File: src/hdl/bpr_div.sv
// Bit-serial restoring divider for the position step, one quotient bit a cycle.
module bpr_div #(
    parameter int N_W = 25,
    parameter int D_W = 10,
    parameter int Q_W = 17
) (
    input  logic           clk,
    input  logic           rst_n,
    input  logic           start,
    input  logic [N_W-1:0] dividend,
    input  logic [D_W-1:0] divisor,
    output logic           busy,
    output logic [Q_W-1:0] quotient
);

    localparam int CNT_W = $clog2(N_W + 1);

    logic [CNT_W-1:0] cnt_reg;
    logic [N_W-1:0]   num_reg;
    logic [D_W:0]     rem_reg;
    logic [D_W-1:0]   div_reg;
    logic             zero_reg;
    logic [D_W:0]     rem_shift;
    logic [D_W:0]     rem_diff;
    logic             fits;

    // Shift in the next dividend bit and trial-subtract
    always_comb
    begin
        rem_shift = {rem_reg[D_W-1:0], num_reg[N_W-1]};
        fits      = rem_shift >= {1'b0, div_reg};
        rem_diff  = rem_shift - {1'b0, div_reg};
    end

    // Count the remaining steps
    always_ff @(posedge clk or negedge rst_n)
    begin
        if (!rst_n)
            cnt_reg <= '0;
        else if (start)
            cnt_reg <= CNT_W'(N_W);
        else if (cnt_reg != '0)
            cnt_reg <= cnt_reg - CNT_W'(1);
    end

    // Load operands, then advance one bit per cycle
    always_ff @(posedge clk)
    begin
        if (start)
        begin
            num_reg  <= dividend;
            rem_reg  <= '0;
            div_reg  <= divisor;
            zero_reg <= (divisor == '0);
        end
        else if (cnt_reg != '0)
        begin
            num_reg <= {num_reg[N_W-2:0], fits};
            rem_reg <= fits ? rem_diff : rem_shift;
        end
    end

    assign busy     = (cnt_reg != '0);
    assign quotient = zero_reg ? '0 : num_reg[Q_W-1:0];

endmodule

File: config.mk
export PLATFORM = sky130hd
export DESIGN_NAME = bpr_div
export DESIGN_NICKNAME = d
export VERILOG_FILES = /design/src/hdl/bpr_div.sv
export SDC_FILE = /design/constraint.sdc
export NUM_CORES = 1
export LEC_CHECK = 0
export BUFFER_PORTS_ARGS = -buffer_cell sky130_fd_sc_hd__buf_2
export CAP_MARGIN = 20
export CORE_ASPECT_RATIO = 0.9
export CORE_MARGIN = 3
export CORE_UTILIZATION = 49
export DETAILED_ROUTE_END_ITERATION = 8
export MAX_ROUTING_LAYER = met4
export PLACE_DENSITY = 0.75
export SLEW_MARGIN = 20
export SYNTH_ARGS = -nofsm -noshare
export SYNTH_HDL_FRONTEND = slang
export SYNTH_SLANG_ARGS = --single-unit
File: constraint.sdc
create_clock -name clk -period 2.1 [get_ports clk]
set_input_delay 0.315 -clock clk [delete_from_list [all_inputs] [get_ports clk]]
set_output_delay 0.315 -clock clk [all_outputs]
set_load 0.01 [all_outputs]
==> results of run 1 <==
## cells by family after synthesis
| family | after synthesis |
|---|---|
| compound gates | 45 |
| xor+xnor | 6 |
| fa+ha+maj | 13 |
| buf+inv | 27 |
| flops | 51 |
| mux | 29 |
| simple gates | 67 |
## worst paths after layout
path / startpoint / to / slack (ps) / cells after the start
max in group asynchronous: rst_n / cnt_reg[3] / 1610 / 2
hold reg to reg: rem_reg[9] / rem_reg[9] / 540 / 2
min in group asynchronous: rst_n / cnt_reg[2] / 340 / 2
setup reg to reg: rem_reg[3] / rem_reg[0] / -70 / 7
hold / removal: divisor[0] / div_reg[0] / 190 / 1
setup / recovery: rem_reg[3] / rem_reg[0] / -70 / 7
## through the flow
step	setup TNS (ps)	power, mW
global route	-1405	2.414
detailed placement	-290.7	1.643
CTS	-93.26	2.214
floorplan	0	1.478
global placement	-37.82	1.630
finish	-278.2	2.293
## per-layer routing
layer  part of all wire (%)  vias to the layer above
met2                     48                       69
met4                    2.3                        0
met1                     45                     1053
met3                    4.6                       13
li1                       -                     1060
met5                      0                        -
## final cells by class
class,count,area (um^2),area share [%]
inverters,18,81.33,2.198
clock buffers,6,72.57,1.961
repair buffers,89,571.8,15.45
flip-flops and latches,51,1409,38.08
clock inverters,2,12.51,0.3382
multi-input cells,160,1469,39.70
well taps,67,83.83,2.266
## what timing repair did
action / in CTS / in global routing
hold endpoints to repair: 5 / 0
buffers inserted: 1 / 6
hold buffers: 1 / 0
resized for setup: 11 / 43
cloned: 0 / 1
endpoints found under the setup margin: 7 / 12
pin swaps: 4 / 17
## cells in the final DEF, fill, tap and decap left out, types with 2 or more instances in the layout
| master | n |
|---|---|
| nand2_2 | 2 |
| buf_6 | 7 |
| ha_1 | 4 |
| ha_4 | 8 |
| nor2_1 | 16 |
| nor3_1 | 8 |
| a211oi_2 | 4 |
| and4_4 | 2 |
| inv_1 | 9 |
| a21oi_1 | 5 |
| a211o_1 | 3 |
| edfxtp_1 | 36 |
| dfrtp_1 | 5 |
| dfxtp_1 | 8 |
| and3_1 | 2 |
| nand2_1 | 8 |
| xnor2_1 | 4 |
| or4_1 | 2 |
| a211oi_1 | 5 |
| buf_2 | 55 |
| inv_2 | 8 |
| a21oi_2 | 3 |
| buf_4 | 25 |
| a21o_1 | 3 |
| nor2b_1 | 17 |
| mux2_2 | 24 |
| mux2i_1 | 3 |
| clkbuf_8 | 5 |
| nor4_1 | 3 |
| o21a_1 | 3 |
| dfxtp_2 | 2 |
| o21ai_0 | 4 |
## report_power, final
group | leakage, nW | internal (mW) | switching (mW) | total (mW)
Clock | 0.0412 | 0.234 | 0.330 | 0.564
Sequential | 0.513 | 1.17 | 0.0514 | 1.22
Combinational | 1.01 | 0.276 | 0.234 | 0.509
==> results.sh, run 1 <==
export IMPL_synth_adder_area_share_pct=6.168
export IMPL_status="complete, but fails checks"
export IMPL_dieArea_mm2=0.006568
export IMPL_wl_per_cell_um=16.31
export IMPL_drtPass1Iterations=4
export IMPL_final_max_slew_viol_count=0
export IMPL_hold_viol_final=0
export IMPL_critPathMaxFanout=5
export IMPL_post_place_ws_ps=-84.61
export IMPL_largest_reg_flops=25
export IMPL_gp_congestion=0.9006
export IMPL_synth_mux_area_fraction_pct=11.66
export IMPL_post_route_period_util_pct=103.4
export IMPL_cts_tree="done"
export IMPL_stdcell_count=393
export IMPL_clock_sinks=51
export IMPL_hold_class="input pin to flip-flop"
export IMPL_synth_cell_type_count=47
export IMPL_dp_hpwl_um=4176
export IMPL_clock_path_buffers=2
export IMPL_fin_nets=376
export IMPL_top_usage_layer="met2"
export IMPL_synthCells=238
export IMPL_drive_gt1_share_pct=50.31
export IMPL_cts_buffers_inserted=5
export IMPL_antenna_left=0
export IMPL_grt_first_pass_wirelength_um=9894
export IMPL_antenna_found_initial=0
export IMPL_synth_simple_area_share_pct=13.11
export IMPL_vias=2195
export IMPL_dp_cells=376
export IMPL_finalInstanceArea_mm2=0.003700
export IMPL_critical_path_required_ps=2320
export IMPL_clk_pin_slew_worst_paths_ps=100
export IMPL_dieHeight_um=77.19
export IMPL_maxSlewHeadroom_pct=61.47
export IMPL_worst_setup_path_start_kind="flip-flop"
export IMPL_drc=0
export IMPL_synth_edf_count=36
export IMPL_ys_ff_latch=51
export IMPL_fin_crit_ps=2172
export IMPL_clock_fmax_mhz=460.5
export IMPL_synthTopCellsByArea="edfxtp_1 (39%), mux2_2 (10%), dfxtp_1 (7.3%)"
export IMPL_synthToLayoutAreaGrowth_pct=34.10
export IMPL_grtUsageTotal_pct=19.27
export IMPL_path_cells="ha_4 > buf_4 > nor2_1 > a31oi_4 > o21ai_4 > mux2_4 > a211oi_2"
export IMPL_yosysMostFrequentCell="edfxtp_1"
export IMPL_power_density_mw_per_mm2=619.8
export IMPL_cp_buffers_inverters=1
export IMPL_setup_violations_final=6
export IMPL_wirelength_um=6408
export IMPL_grt_pass1_vias=2067
export IMPL_rsz0062_at_grt="true"
export IMPL_htree_levels=2
export IMPL_worstSetupPathType="flip-flop to flip-flop"
export IMPL_vias_per_cell=5.585
export IMPL_synth_yosys_seq_area_share_pct=50.98
export IMPL_placed_area_mm2=0.003296
export IMPL_synthTopCellsByCount="edfxtp_1 (36), mux2_2 (25), nor2b_1 (18)"
export IMPL_clk_latency_ps=300
export IMPL_synthesis_nets=289
export IMPL_grt_use_met1_pct=27.54
export IMPL_grtUsageMet2_pct=28.18
export IMPL_cap_violations=0
export IMPL_slowest_delay_ps=440
export IMPL_cpMaxStageDelayCell="nor2_1"
export IMPL_grt_overflow=0
export IMPL_synth_avg_cell_area_um2=11.59
export IMPL_io_pins=56
export IMPL_synthesis_area_mm2=0.002759
export IMPL_die_w_um=85.10
export IMPL_worstPathArrival_ps=2400
export IMPL_port_buffers=55
export IMPL_synth_top_family_by_area="simple AND/OR/NAND/NOR gates"
export IMPL_diodes=0
export IMPL_synth_top_area_cell="edfxtp_1"
export IMPL_grt_max_degree=40
export IMPL_synthXorXnorAreaFrac_pct=1.905
export IMPL_drtIter0Drc=144
export IMPL_synth_compound_area_share_pct=12.38
export IMPL_yosysWarnings=0
export IMPL_failed_checks="negative setup slack"
export IMPL_final_util_pct=69.17
export IMPL_timing_final_ws_setup_ps=-71.59
export IMPL_synth_ff_type="edfxtp_1"
export IMPL_fin_worst_skew_ps=9.163
export IMPL_p_leak_nw=1.563
export IMPL_fillCellCount=399
export IMPL_yosysTopAreaCellShare_pct=39.18
export IMPL_timing_hold_ws_ps=193.2
export IMPL_async_flop_share_pct=9.804
export IMPL_core_area_mm2=0.005349
export IMPL_cpLargestDelayFamily="compound AO/OA/AOI/OAI gates"
export IMPL_vdd_ir_drop_max_v=0.0005586
export IMPL_cts_root_buf="clkbuf_8"
export IMPL_end_kind="flip-flop"
export IMPL_fp_row_count=25
export IMPL_start_util_pct=51.58
export IMPL_worstMarginPinSlew_ps=575.8
export IMPL_met3_usage_pct=3.652
No activity file was read; power rests on OpenSTA's default activity.
==> inputs of run 2 (changes only) <==
- PLACE_DENSITY: 0.75 -> unset
- PLACE_DENSITY_LB_ADDON: unset -> 0.3
==> run 2 against run 1 <==
The flow still finishes with violations (negative setup slack). Flip-flop and latch count did not move. First-iteration DRC count grew 33%. Die area stayed put. Clock power is 24% higher. Worst hold slack got worse by 2.3 ps. Clock skew fell by 3.8 ps. Core utilization decreased by 0.70 points. Total power up 4.5%. Largest cell class unchanged. Largest power group unchanged. Highest routed layer unchanged.
==> results.sh, run 2 (synthesis gave the netlist of run 1 again) <==
export IMPL_p_leak_nw=1.589
export IMPL_stdcell_count=393
export IMPL_vias=2137
export IMPL_largest_reg_flops=25
export IMPL_vias_per_cell=5.438
export IMPL_drive_gt1_share_pct=47.55
export IMPL_wl_per_cell_um=15.59
export IMPL_fp_row_count=25
export IMPL_gp_congestion=0.9209
export IMPL_failed_checks="negative setup slack"
export IMPL_dieArea_mm2=0.006568
export IMPL_min_delay_start="divisor[1]"
export IMPL_reg2reg_from="num_reg[24]"
export IMPL_die_w_um=85.10
export IMPL_wirelength_um=6128
export IMPL_routed_wl_met2_um=2953
export IMPL_final_max_slew_viol_count=0
export IMPL_power_share_switching_pct=25.50
export IMPL_io_pins=56
export IMPL_hold_end="div_reg[1]"
export IMPL_combPwrFrac_pct=20.2
export IMPL_final_common_cell="buf_2"
export IMPL_final_util_pct=68.47
export IMPL_r2r_end="rem_reg[6]"
export IMPL_grt_pass1_vias=2012
export IMPL_antenna_found_initial=0
export IMPL_clock_sinks=51
export IMPL_htree_levels=2
export IMPL_highest_layer="met4"
export IMPL_clk_pin_slew_worst_paths_ps=100
export IMPL_synthToLayoutAreaGrowth_pct=32.74
export IMPL_worstMarginPinSlew_ps=612.8
export IMPL_clock_path_buffers=2
export IMPL_clk_latency_ps=310
export IMPL_post_place_ws_ps=-123.8
export IMPL_core_area_mm2=0.005349
export IMPL_dp_cells=376
export IMPL_worstSetupPathType="flip-flop to flip-flop"
export IMPL_routed_wl_met3_um=374
export IMPL_finalInstanceArea_mm2=0.003662
export IMPL_fin_nets=376
export IMPL_antenna_left=0
export IMPL_fin_worst_skew_ps=5.374
export IMPL_hold_class="input pin to flip-flop"
export IMPL_grt_overflow=0
export IMPL_placed_area_mm2=0.003283
export IMPL_hold_viol_final=0
export IMPL_port_buffers=55
export IMPL_drtPass1Iterations=4
export IMPL_fillCellCount=410
export IMPL_wl_met1_um=2767
export IMPL_p_clk_share_pct=29.1
export IMPL_final_cell_mix="buf_2 (55), edfxtp_1 (36), buf_4 (29)"
export IMPL_switching_power_mw=0.6111
export IMPL_worstPathArrival_ps=2370
export IMPL_end_kind="flip-flop"
export IMPL_seq_power_share_pct=50.7
export IMPL_post_route_period_util_pct=101.9
export IMPL_cts_root_buf="clkbuf_8"
export IMPL_internal_power_mw=1.785
export IMPL_maxSlewHeadroom_pct=59.15
export IMPL_setup_violations_final=6
export IMPL_timing_hold_ws_ps=190.9
export IMPL_vdd_ir_drop_max_v=0.0004586
export IMPL_fin_crit_ps=2141
export IMPL_dieHeight_um=77.19
export IMPL_cap_violations=0
export IMPL_setup_tns_ps=-143.1
export IMPL_rsz0062_at_grt="true"
export IMPL_cts_buffers_inserted=5
export IMPL_r2r_slack_ps=-40
export IMPL_critPathMaxFanout=2
export IMPL_drtIter0Drc=192
export IMPL_critical_path_required_ps=2330
export IMPL_totalPowerFinal_mw=2.396
export IMPL_holdPathStages=1
export IMPL_grtUsageTotal_pct=19.66
export IMPL_ff2ff_path_depth=10
export IMPL_cts_tree="done"
export IMPL_drc=0
export IMPL_start_util_pct=51.58
export IMPL_diodes=0
export IMPL_worst_setup_path_start_kind="flip-flop"
export IMPL_power_density_mw_per_mm2=654.2
export IMPL_status="complete, but fails checks"
export IMPL_grt_first_pass_wirelength_um=9894
export IMPL_dp_hpwl_um=4279
export IMPL_timing_final_ws_setup_ps=-40.71
export IMPL_clock_fmax_mhz=467.1
export IMPL_grt_max_degree=26
[run 2: worst max-delay path by stage]
stage           startpoint    endpoint  slack (ps)  cells after the start
3_5_place_dp   num_reg[24]  rem_reg[8]        -120                     10
3_3_place_gp   num_reg[24]  rem_reg[8]         -60                     10
5_1_grt        num_reg[24]  rem_reg[8]        -170                     10
2_1_floorplan   div_reg[1]  rem_reg[0]           8                      8
6_report       num_reg[24]  rem_reg[6]         -40                     10
4_1_cts        num_reg[24]  rem_reg[8]         -50                     10
[run 2: final cells by class]
type | instances | area [um^2] | area share (%)
sequential | 51 | 1406 | 38.40
timing repair buffer | 89 | 548.0 | 14.96
clock buffer | 5 | 68.82 | 1.879
tap | 67 | 83.83 | 2.289
inverter | 18 | 81.33 | 2.221
multi-input combinational | 160 | 1430 | 39.05
clock inverter | 3 | 43.79 | 1.196
[run 2: power by group through the flow]
stage	combinational (mW)	clock, mW	sequential, mW
floorplan	0.261	0	1.22
global placement	0.399	0	1.23
detailed placement	0.408	0	1.23
CTS	0.432	0.710	1.21
global route	0.533	0.751	1.23
finish	0.483	0.698	1.21
[run 2: routing by layer]
layer  track usage (%)  vias up
li1                  -     1059
met1             28.08     1002
met2             28.65       72
met3             4.619        4
met4             4.272        0
met5                 -        -
[run 2: worst max-delay path: stages, from the launching register on]
cell      delay (ps)
edfxtp_1         390
inv_2             90
ha_4             130
inv_2             40
fa_2             360
a21o_1           200
a221oi_2         300
buf_4            180
xnor2_2          100
mux2i_1           80
a211oi_1         210
[run 2: repair_timing]
action | CTS | global route
hold buffers | 1 | 0
gates resized for setup | 11 | 31
pin swaps | 8 | 19
setup buffers | 3 | 6
hold endpoints to repair | 5 | 0
setup endpoints to repair | 9 | 36
==> inputs of run 3 (changes only) <==
- clock period: 2.1 -> 1.9 ns (I/O delays scaled with it)
==> run 3 against run 2 <==
The run still ends with negative setup slack left. Via count is 0.94% higher. Critical path depth is 1 lower. Cell count is 1.3% higher. Wire length is 2.4% higher. Global-route usage is 0.69 points higher. Worst hold slack worse by 26 ps. Critical path type unchanged.
==> results.sh, run 3 (synthesis gave the netlist of run 1 again) <==
export IMPL_worst_setup_path_start_kind="flip-flop"
export IMPL_vdd_ir_drop_max_v=0.0009440
export IMPL_antenna_left=0
export IMPL_maxSlewHeadroom_pct=60.61
export IMPL_finalInstanceArea_mm2=0.003729
export IMPL_diodes=0
export IMPL_core_area_mm2=0.005349
export IMPL_critical_path_required_ps=2100
export IMPL_clock_fmax_mhz=469.3
export IMPL_rsz0062_at_grt="true"
export IMPL_dp_cells=385
export IMPL_drive_gt1_share_pct=46.83
export IMPL_fin_nets=381
export IMPL_grt_max_degree=26
export IMPL_cts_tree="done"
export IMPL_fillCellCount=391
export IMPL_grt_overflow=0
export IMPL_setup_violations_final=11
export IMPL_reg2reg_from="div_reg[1]"
export IMPL_drtPass1Iterations=4
export IMPL_worstPathArrival_ps=2330
export IMPL_cts_root_buf="clkbuf_8"
export IMPL_vias=2157
export IMPL_drtIter0Drc=142
export IMPL_failed_checks="negative setup slack"
export IMPL_final_cell_mix="buf_2 (55), edfxtp_1 (36), buf_4 (34)"
export IMPL_timing_final_ws_setup_ps=-230.8
export IMPL_hold_end="div_reg[2]"
export IMPL_vias_per_cell=5.420
export IMPL_clock_path_buffers=2
export IMPL_htree_levels=2
export IMPL_worstSetupPathType="flip-flop to flip-flop"
export IMPL_final_util_pct=69.71
export IMPL_clock_sinks=51
export IMPL_hold_viol_final=0
export IMPL_worstMarginPinSlew_ps=590.8
export IMPL_setup_tns_ps=-2080
export IMPL_dp_hpwl_um=4427
export IMPL_power_density_mw_per_mm2=747.8
export IMPL_r2r_slack_ps=-230
export IMPL_clk_pin_slew_worst_paths_ps=90
export IMPL_min_delay_start="divisor[2]"
export IMPL_dieArea_mm2=0.006568
export IMPL_p_leak_nw=1.606
export IMPL_wl_per_cell_um=15.76
export IMPL_wirelength_um=6274
export IMPL_hold_class="input pin to flip-flop"
export IMPL_start_util_pct=51.58
export IMPL_cap_violations=0
export IMPL_holdPathStages=1
export IMPL_placed_area_mm2=0.003407
export IMPL_critPathMaxFanout=7
export IMPL_gp_congestion=0.9468
export IMPL_status="complete, but fails checks"
export IMPL_post_route_period_util_pct=112.1
export IMPL_largest_reg_flops=25
export IMPL_final_max_slew_viol_count=0
export IMPL_synthToLayoutAreaGrowth_pct=35.15
export IMPL_final_common_cell="buf_2"
export IMPL_fin_crit_ps=2131
export IMPL_stdcell_count=398
export IMPL_port_buffers=55
export IMPL_r2r_end="rem_reg[2]"
export IMPL_cts_buffers_inserted=5
export IMPL_dieHeight_um=77.19
export IMPL_post_place_ws_ps=-233.5
export IMPL_fin_worst_skew_ps=7.808
export IMPL_grtUsageTotal_pct=20.36
export IMPL_end_kind="flip-flop"
export IMPL_fp_row_count=25
export IMPL_drc=0
export IMPL_grt_first_pass_wirelength_um=10320
export IMPL_die_w_um=85.10
export IMPL_antenna_found_initial=0
export IMPL_io_pins=56
export IMPL_totalPowerFinal_mw=2.788
export IMPL_grt_pass1_vias=2212
export IMPL_clk_latency_ps=310
export IMPL_timing_hold_ws_ps=165.2
export IMPL_ff2ff_path_depth=9
## run 3: final cells by class
type | count | area (um^2) | area share [%]
sequential | 51 | 1406 | 37.72
timing repair buffer | 94 | 585.6 | 15.70
clock inverter | 2 | 60.06 | 1.611
multi-input combinational | 160 | 1451 | 38.93
inverter | 18 | 68.82 | 1.846
tap | 67 | 83.83 | 2.248
clock buffer | 6 | 72.57 | 1.946
## run 3: report_power, final
| group | switching (mW) | leakage, nW | total, mW | internal, mW |
|---|---|---|---|---|
| combinational | 0.251 | 1.03 | 0.545 | 0.294 |
| clock | 0.370 | 0.0654 | 0.896 | 0.527 |
| sequential | 0.0561 | 0.512 | 1.35 | 1.29 |
| total | 0.677 | 1.61 | 2.79 | 2.11 |
## run 3: worst max-delay path: stages (launching register included)
cell,delay [ps]
edfxtp_1,410
inv_2,90
ha_4,200
nor2b_4,130
o31ai_4,270
a31oi_4,150
o21ai_4,280
buf_6,190
mux2i_2,220
o31ai_1,80
## run 3: worst max path at each step
stage	start	endpoint	slack, ps	cells after the start
2_1_floorplan	div_reg[1]	rem_reg[0]	-100	8
3_3_place_gp	num_reg[24]	rem_reg[8]	-190	10
3_5_place_dp	div_reg[1]	rem_reg[0]	-230	8
4_1_cts	div_reg[1]	rem_reg[9]	-260	9
5_1_grt	num_reg[24]	rem_reg[8]	-370	10
6_report	div_reg[1]	rem_reg[2]	-230	9
## run 3: metal layers
metal,track usage (%),wire (um),vias up
li1,-,-,1062
met1,27.66,2886,1026
met2,31.60,3054,64
met3,3.330,282,5
met4,5.696,51,0
met5,-,0,-
## run 3: what timing repair did
item	CTS	global route
endpoints found under the setup margin	12	37
gates resized for setup	16	16
buffers inserted	4	1
pin swaps	11	9
hold buffers	1	0
hold endpoints to repair	5	0
